<file path="src/hdl/annexb_nal_start_code_splitter_top_assert.svh">
// Assertion macros shared by the splitter RTL.
`ifndef ANNEXB_NAL_START_CODE_SPLITTER_TOP_ASSERT_SVH
`define ANNEXB_NAL_START_CODE_SPLITTER_TOP_ASSERT_SVH

// Same-cycle implication, disabled during reset.
`define ANNEXB_ASSERT_IMP(label, clk, rst, ante, cons) \
   label: assert property (@(posedge clk) disable iff (rst) (ante) |-> (cons)) \
      else $error("annexb assertion failed");

// Next-cycle implication, disabled during reset.
`define ANNEXB_ASSERT_NEXT(label, clk, rst, ante, cons) \
   label: assert property (@(posedge clk) disable iff (rst) (ante) |=> (cons)) \
      else $error("annexb assertion failed");

`endif

</file>
<file path="src/hdl/annexb_pkg.sv">
package annexb_pkg;

   localparam int WinDepth   = 5;
   localparam int MaxResults = 6;
   localparam int FillWidth  = $clog2(WinDepth + 1);
   localparam int CountWidth = $clog2(MaxResults + 1);
   localparam int LongCodeLen  = 4;
   localparam int ShortCodeLen = 3;
   localparam int PayloadDrop  = 1;

   localparam logic [7:0] ZeroByte = 8'h00;
   localparam logic [7:0] OneByte  = 8'h01;

   typedef enum logic [1:0] {
      MatchNone,
      MatchLong,
      MatchShort
   } match_type;

   typedef struct packed {
      logic [WinDepth-1:0][7:0] win;
      logic [FillWidth-1:0]     fill;
      logic                     inside_unit;
      logic [7:0]               held_byte;
      logic                     held_valid;
      logic                     held_first;
   } state_type;

   typedef struct packed {
      logic [7:0] nal_byte;
      logic       nal_first;
      logic       nal_last;
   } result_type;

endpackage

</file>
<file path="src/hdl/annexb_if.sv">
interface annexb_req_if;
   logic       valid;
   logic       ready;
   logic [7:0] data_byte;
   logic       final_byte;

   modport source (output valid, output data_byte, output final_byte, input ready);
   modport sink (input valid, input data_byte, input final_byte, output ready);
endinterface

interface annexb_rsp_if;
   logic       valid;
   logic       ready;
   logic [7:0] nal_byte;
   logic       nal_first;
   logic       nal_last;

   modport source (output valid, output nal_byte, output nal_first, output nal_last,
                   input ready);
   modport sink (input valid, input nal_byte, input nal_first, input nal_last,
                 output ready);
endinterface

</file>
<file path="src/hdl/annexb_nal_start_code_splitter_top.sv">
// Channel   Dir   Payload                          Transaction when
// req_bus   in    data_byte[7:0], final_byte       valid && ready
// rsp_bus   out   nal_byte[7:0], nal_first, last   valid && ready
//
// One byte is taken per cycle while ready; its results (zero or one in steady
// state, up to six on a final byte) land in a six-entry result shift register.
// A new byte is taken while the last pending result leaves; a byte's results
// leave one at a time through the single result port.
// Synchronous active-high reset clears the window, unit state and result count.
// A stalled rsp_bus holds the result register and backs up req_bus.
`include "annexb_nal_start_code_splitter_top_assert.svh"

module annexb_nal_start_code_splitter_top (
   input  logic         clock,
   input  logic         reset,
   annexb_req_if.sink   req_bus,
   annexb_rsp_if.source rsp_bus
);

   annexb_pkg::state_type state_ff, state_in;
   annexb_pkg::result_type [annexb_pkg::MaxResults-1:0] results;
   annexb_pkg::result_type [annexb_pkg::MaxResults-1:0] rbuf_ff, rbuf_in;
   logic [annexb_pkg::CountWidth-1:0] count;
   logic [annexb_pkg::CountWidth-1:0] rem_ff, rem_in;
   logic req_take, rsp_take;

   annexb_scan u_scan (
      .state_ff   (state_ff),
      .data_byte  (req_bus.data_byte),
      .final_byte (req_bus.final_byte),
      .state_in   (state_in),
      .results    (results),
      .count      (count)
   );

   assign rsp_bus.valid     = (rem_ff != '0);
   assign rsp_bus.nal_byte  = rbuf_ff[0].nal_byte;
   assign rsp_bus.nal_first = rbuf_ff[0].nal_first;
   assign rsp_bus.nal_last  = rbuf_ff[0].nal_last;

   assign rsp_take      = rsp_bus.valid && rsp_bus.ready;
   assign req_bus.ready = (rem_ff == '0) ||
                          (rem_ff == annexb_pkg::CountWidth'(1) && rsp_bus.ready);
   assign req_take      = req_bus.valid && req_bus.ready;

   always_comb begin
      rem_in  = rem_ff;
      rbuf_in = rbuf_ff;
      if (req_take) begin
         rbuf_in = results;
         rem_in  = count;
      end else if (rsp_take) begin
         rbuf_in = rbuf_ff >> $bits(annexb_pkg::result_type);
         rem_in  = rem_ff - 1'b1;
      end
   end

   always_ff @(posedge clock) begin
      if (reset) begin
         state_ff <= '0;
         rem_ff   <= '0;
      end else begin
         rem_ff <= rem_in;
         if (req_take) begin
            state_ff <= state_in;
         end
      end
   end

   always_ff @(posedge clock) begin
      rbuf_ff <= rbuf_in;
   end

   `ANNEXB_ASSERT_IMP(a_fill_below_depth, clock, reset, 1'b1,
                      state_ff.fill < annexb_pkg::FillWidth'(annexb_pkg::WinDepth))
   `ANNEXB_ASSERT_IMP(a_held_inside_unit, clock, reset, state_ff.held_valid,
                      state_ff.inside_unit)
   `ANNEXB_ASSERT_NEXT(a_final_clears, clock, reset, req_take && req_bus.final_byte,
                       state_ff.fill == '0 && !state_ff.inside_unit && !state_ff.held_valid)
   `ANNEXB_ASSERT_NEXT(a_drain_count, clock, reset, rsp_take && !req_take,
                       rem_ff == $past(rem_ff) - 1'b1)

endmodule

</file>
<file path="src/hdl/annexb_scan.sv">
module annexb_scan (
   input  annexb_pkg::state_type                              state_ff,
   input  logic [7:0]                                         data_byte,
   input  logic                                               final_byte,
   output annexb_pkg::state_type                              state_in,
   output annexb_pkg::result_type [annexb_pkg::MaxResults-1:0] results,
   output logic [annexb_pkg::CountWidth-1:0]                  count
);

   always_comb begin
      annexb_pkg::state_type s;
      annexb_pkg::result_type [annexb_pkg::MaxResults-1:0] res;
      logic [annexb_pkg::CountWidth-1:0] cnt;
      logic [annexb_pkg::FillWidth-1:0] drop;
      annexb_pkg::match_type kind;

      s    = state_ff;
      res  = '0;
      cnt  = '0;
      drop = '0;
      kind = annexb_pkg::MatchNone;

      if (s.fill < annexb_pkg::FillWidth'(annexb_pkg::WinDepth)) begin
         s.win[s.fill] = data_byte;
         s.fill = s.fill + 1'b1;
      end

      if (s.fill == annexb_pkg::FillWidth'(annexb_pkg::WinDepth)) begin
         if (s.win[0] == annexb_pkg::ZeroByte && s.win[1] == annexb_pkg::ZeroByte &&
             s.win[2] == annexb_pkg::ZeroByte && s.win[3] == annexb_pkg::OneByte) begin
            kind = annexb_pkg::MatchLong;
         end else if (s.win[0] == annexb_pkg::ZeroByte &&
                      s.win[1] == annexb_pkg::ZeroByte &&
                      s.win[2] == annexb_pkg::OneByte) begin
            kind = annexb_pkg::MatchShort;
         end

         if (kind != annexb_pkg::MatchNone) begin
            // close the running unit
            if (s.held_valid && cnt < annexb_pkg::CountWidth'(annexb_pkg::MaxResults)) begin
               res[cnt] = '{nal_byte: s.held_byte, nal_first: s.held_first, nal_last: 1'b1};
               cnt = cnt + 1'b1;
            end
            s.held_valid  = 1'b0;
            s.held_first  = 1'b0;
            s.held_byte   = '0;
            s.inside_unit = 1'b1;
            drop = (kind == annexb_pkg::MatchLong) ?
                   annexb_pkg::FillWidth'(annexb_pkg::LongCodeLen) :
                   annexb_pkg::FillWidth'(annexb_pkg::ShortCodeLen);
         end else begin
            if (s.inside_unit) begin
               if (s.held_valid &&
                   cnt < annexb_pkg::CountWidth'(annexb_pkg::MaxResults)) begin
                  res[cnt] = '{nal_byte: s.held_byte, nal_first: s.held_first,
                               nal_last: 1'b0};
                  cnt = cnt + 1'b1;
               end
               s.held_first = !s.held_valid;
               s.held_byte  = s.win[0];
               s.held_valid = 1'b1;
            end
            drop = annexb_pkg::FillWidth'(annexb_pkg::PayloadDrop);
         end

         s.win  = s.win >> {drop, 3'b000};
         s.fill = s.fill - drop;
      end

      if (final_byte) begin
         // flush window as payload, then close
         for (int i = 0; i < annexb_pkg::WinDepth; i++) begin
            if (annexb_pkg::FillWidth'(i) < s.fill && s.inside_unit) begin
               if (s.held_valid &&
                   cnt < annexb_pkg::CountWidth'(annexb_pkg::MaxResults)) begin
                  res[cnt] = '{nal_byte: s.held_byte, nal_first: s.held_first,
                               nal_last: 1'b0};
                  cnt = cnt + 1'b1;
               end
               s.held_first = !s.held_valid;
               s.held_byte  = s.win[i];
               s.held_valid = 1'b1;
            end
         end
         if (s.held_valid && cnt < annexb_pkg::CountWidth'(annexb_pkg::MaxResults)) begin
            res[cnt] = '{nal_byte: s.held_byte, nal_first: s.held_first, nal_last: 1'b1};
            cnt = cnt + 1'b1;
         end
         s = '0;
      end

      state_in = s;
      results  = res;
      count    = cnt;
   end

endmodule
</file>
<file path="src/flat_wrapper.sv">
// flat-port wrapper written by rule: the top's interface ports become plain ports
module annexb_nal_start_code_splitter_top_flat 
  (clock, reset, req_bus_valid, req_bus_data_byte, req_bus_final_byte, req_bus_ready, rsp_bus_valid, rsp_bus_nal_byte, rsp_bus_nal_first, rsp_bus_nal_last, rsp_bus_ready);
  annexb_req_if req_bus_i ();
  annexb_rsp_if rsp_bus_i ();
  input  logic clock;
  input  logic reset;
  input wire logic [$bits(req_bus_i.valid)-1:0] req_bus_valid;
  input wire logic [$bits(req_bus_i.data_byte)-1:0] req_bus_data_byte;
  input wire logic [$bits(req_bus_i.final_byte)-1:0] req_bus_final_byte;
  output wire logic [$bits(req_bus_i.ready)-1:0] req_bus_ready;
  output wire logic [$bits(rsp_bus_i.valid)-1:0] rsp_bus_valid;
  output wire logic [$bits(rsp_bus_i.nal_byte)-1:0] rsp_bus_nal_byte;
  output wire logic [$bits(rsp_bus_i.nal_first)-1:0] rsp_bus_nal_first;
  output wire logic [$bits(rsp_bus_i.nal_last)-1:0] rsp_bus_nal_last;
  input wire logic [$bits(rsp_bus_i.ready)-1:0] rsp_bus_ready;
  assign req_bus_i.valid = req_bus_valid;
  assign req_bus_i.data_byte = req_bus_data_byte;
  assign req_bus_i.final_byte = req_bus_final_byte;
  assign req_bus_ready = req_bus_i.ready;
  assign rsp_bus_valid = rsp_bus_i.valid;
  assign rsp_bus_nal_byte = rsp_bus_i.nal_byte;
  assign rsp_bus_nal_first = rsp_bus_i.nal_first;
  assign rsp_bus_nal_last = rsp_bus_i.nal_last;
  assign rsp_bus_i.ready = rsp_bus_ready;
  annexb_nal_start_code_splitter_top u_core (.clock(clock), .reset(reset), .req_bus(req_bus_i), .rsp_bus(rsp_bus_i));
endmodule
</file>
<file path="config.mk">
export PLATFORM = sky130hd
export DESIGN_NAME = annexb_nal_start_code_splitter_top_flat
export DESIGN_NICKNAME = d
export VERILOG_FILES = /design/src/hdl/annexb_pkg.sv /design/src/hdl/annexb_if.sv /design/src/hdl/annexb_nal_start_code_splitter_top.sv /design/src/hdl/annexb_scan.sv /design/src/flat_wrapper.sv
export VERILOG_INCLUDE_DIRS = /design/src /design/src/hdl
export SDC_FILE = /design/constraint.sdc
export NUM_CORES = 1
export LEC_CHECK = 0
export ABC_AREA = 1
export BUFFER_PORTS_ARGS = -buffer_cell sky130_fd_sc_hd__buf_2
export CAP_MARGIN = 10
export CORE_UTILIZATION = 60
export CTS_CLUSTER_SIZE = 8
export DETAILED_ROUTE_END_ITERATION = 7
export HOLD_SLACK_MARGIN = 0.05
export PLACE_DENSITY = 0.85
export SLEW_MARGIN = 20
export SYNTH_ARGS = -nofsm -noshare
export SYNTH_HDL_FRONTEND = slang
export SYNTH_SLANG_ARGS = --single-unit
</file>
<file path="constraint.sdc">
create_clock -name clock -period 7.13 [get_ports clock]
set_input_delay 0 -clock clock [delete_from_list [all_inputs] [get_ports clock]]
set_output_delay 0 -clock clock [all_outputs]
set_load 0.01 [all_outputs]
</file>
==> summary.md <==
| Metric | Value |
|---|---|
| Status | `finished, final reports clean` |
| CTS H-Tree Depth | `4` |
| Initial antenna violation count | `1` |
| Core area | `~16,000 um2` |
| Most frequently used flop master after synthesis | `edfxtp_1` |
| # diodes | `0` |
| Final Hold Viols | `0` |
| Slew @ Worst Pin | `between 1 and 1.5 ns` |
| Ys async rst share | `0` |
| Net Sw Frac | `0.349` |
| Unrepaired setup endpoints after global routing | `false` |
| Fmax | `roughly 0.15 GHz` |
| # DRC | `0` |
| Total Wirelength | `37.4 mm` |
| Mapped cell area | `approximately 9900 um2` |
| CP max-delay cell | `fa_1` |
| Internal power | `approximately 1.8 mW` |
| Synth area leaders | `nand2_1 20%, edfxtp_1 18%, dfxtp_1 11%` |
| Final setup fails | `0` |
| Startpoint Class | `register` |
| Avg Inst Size Synth | `about 6.3 um2` |
| Relative slew slack | `0.294` |
| Sinks on Clock Net | `roughly 120` |
| Leakage | `between 4 and 5 nW` |
| Setup Skew | `around 0.017 ns` |
| Synth Instances | `approximately 1,600` |
| CP peak stage delay | `~0.46 ns` |
| Seq/Total Area, Yosys | `0.296` |
| Final Wtd Congestion | `approximately 1.1` |
| Max cap viols | `0` |
| Cell variety after synth | `52` |
| Antenna Violating Nets Remaining | `0` |
| Fill count | `1,513` |
| Syn_nets | `roughly 1,600` |
| CTS tree | `built` |
| Area leader, netlist | `nand2_1` |
| Worst Hold Class | `input port to register` |
| Total CTS buffers | `17` |
| Largest net degree at the start of global routing | `~100` |
| 1st-iter DRT viols | `between 2,000 and 2,500` |
| Post-synth EDFFs | `60` |
| Max Slew Vio Count | `0` |
| WS Path Type | `register to register` |
| Number of cell rows | `46` |
| Commonest cells after routing, fill and taps aside | `539 x nand2_1, 144 x o21ai_0, 143 x inv_1` |
| Layout cells sized above 1 | `0.114` |
| Synth warnings | `0` |
| Starting density of the core | `0.620` |
| Seq pwr share | `0.384` |
| Routed len/inst | `~21 um` |
| CTS Root Cell | `clkbuf_16` |
| Total die area | `17,100 um2` |
| Synth top area share | `0.205` |
| IO Port Bufs | `24` |
| Critical Path AT | `6.83 ns` |
| Minimum clock period | `roughly 6.7 ns` |
| Max IR drop VDD | `260 uV` |
| Worst EP required | `roughly 7.3 ns` |
| Detailed-route via count | `roughly 11,000` |
| Worst Path Max Fanout | `18` |
| Most common cell after layout, fill and taps aside | `nand2_1` |
| Die height | `~130 um` |
| CP Capture Type | `register` |
| TritonRoute pass-1 iters | `7` |
| Power density cells | `roughly 250 nW/um2` |
| Final Cycle Share | `0.933` |
| First-pass GRT wire length | `between 50 and 60 mm` |
| Layout area overhead | `9.69%` |
| Crit-path most repeated cell | `nand2_1` |
| Global route overflow | `0` |
| Die width | `131 um` |
| Post-CTS Setup Bufs | `0` |
| Min Hold Slack | `0.101 ns` |
| Switch Pwr | `roughly 0.95 mW` |
| CTS Buffer Depth | `2` |
| Synthesized flop and latch total | `roughly 120` |
| Clock share of power | `0.346` |
| Reg clk slew, reported paths | `about 0.060 ns` |
| Vias in the first global route | `between 10,000 and 15,000` |
| Hold Buf Count CTS | `0` |
| Hpwl dp | `27.8 mm` |
| Net count, final | `between 1,500 and 2,000` |
| DR vias/cell | `6.35` |
| Logic pwr share | `0.270` |
| Ports | `25` |
| GRT Total Usage | `0.450` |
| Setup TNS | `0 ns` |
| Clock Latency Late Sink | `around 0.43 ns` |
-- worst max-delay path, delay by kind of cell, from the launching register on --
family / cells / cell delay [ns]
AND/OR/NAND/NOR: 26 / 3.25
adder cells (fa/ha/maj): 5 / 1.58
buffers and inverters: 6 / 0.73
AO/OA/AOI/OAI: 2 / 0.46
flip-flops: 1 / 0.39
-- final timing paths --
kind,from,end,slack [ns],cells past startpoint
max reg2reg,u_core.state_ff[12]$_SDFFE_PP0P_,u_core.rbuf_ff[46]$_DFFE_PP_,0.48,39
min,req_bus_final_byte,u_core.rsp_bus.nal_byte[5]$_DFFE_PP_,0.10,3
min reg2reg,u_core.state_ff[26]$_SDFFE_PP0P_,u_core.state_ff[26]$_SDFFE_PP0P_,0.47,2
max,u_core.state_ff[12]$_SDFFE_PP0P_,u_core.rbuf_ff[46]$_DFFE_PP_,0.48,39
-- metrics by stage --
stage / utilization / power [mW] / cell area, um2 / setup slack, ns / instances
6_report: 0.680 / 2.73 / 10900 / 0.476 / 1808
3_3_place_gp: 0.640 / 1.74 / 10200 / 0.438 / 1776
3_5_place_dp: 0.640 / 1.77 / 10200 / 0.260 / 1776
5_1_grt: 0.680 / 2.84 / 10900 / 0.0200 / 1808
4_1_cts: 0.679 / 2.70 / 10900 / 0.199 / 1808
2_1_floorplan: - / 1.57 / 9930 / 0.969 / 1578
-- synth_stat cells (3+ instances only) --
master     count
nand4_1       15
nor2_2         5
ha_1          13
nand3_2        7
buf_6          5
nand2_2       15
buf_4         13
o21ai_1       42
edfxtp_1      60
nand3_1      119
o21ai_0      144
nand2_1      541
nor3_2         3
a21oi_1      100
o221ai_1      10
buf_1          3
buf_2         18
o2bb2ai_1      3
o21ai_2        6
dfxtp_1       57
inv_1        144
nand2_4        4
clkinv_1       3
clkbuf_1      48
o22ai_1       26
o211ai_1      36
or2_2          5
nor2_1        78
nor2_4         6
a31oi_1        8
a21boi_1       4
inv_2         13
-- per-layer routing --
layer  global-route usage  share of wire  vias up
li1                     -              -     5258
met1                0.599           0.39     5142
met2                0.651           0.41      896
met3                0.158           0.16      177
met4                0.202          0.046        0
met5                    0              0        -
-- final cells by class --
cell class	count	area (um2)	share of cell area
Sequential cell	117	2950	0.271
Tap cell	216	270	0.0248
Clock inverter	15	201	0.0185
Multi-Input combinational cell	1213	5980	0.549
Clock buffer	17	425	0.0391
Inverter	161	607	0.0557
Timing Repair Buffer	69	458	0.0421
-- sequential cells by signal, summed over array words and instances, names as in the netlist --
signal                    count
u_core.state_ff              54
u_core.rbuf_ff               50
u_core.rsp_bus.nal_byte       8
u_core.rem_ff                 3
u_core.rsp_bus.nal_first      1
u_core.rsp_bus.nal_last       1
-- what timing repair did --
item	in CTS	in global routing
endpoints found under the setup margin	0	59
endpoints found under the hold margin	0	0
resized for setup	0	8
-- power groups by stage --
stage | clock (mW) | combinational (mW) | sequential (mW)
3_5_place_dp | 0 | 0.711 | 1.06
5_1_grt | 0.961 | 0.813 | 1.07
2_1_floorplan | 0 | 0.526 | 1.05
4_1_cts | 0.938 | 0.719 | 1.05
3_3_place_gp | 0 | 0.697 | 1.05
6_report | 0.942 | 0.737 | 1.05
-- cells by family after synthesis --
logic type | after synthesis | synth area share
flops | 117 | 0.296
other cells | 1 | 0.000378
compound gates | 390 | 0.224
buf+inv | 248 | 0.105
xor+xnor | 3 | 0.00643
fa+ha+maj | 15 | 0.0204
simple gates | 804 | 0.348
Power figures use the tool's default switching activity.
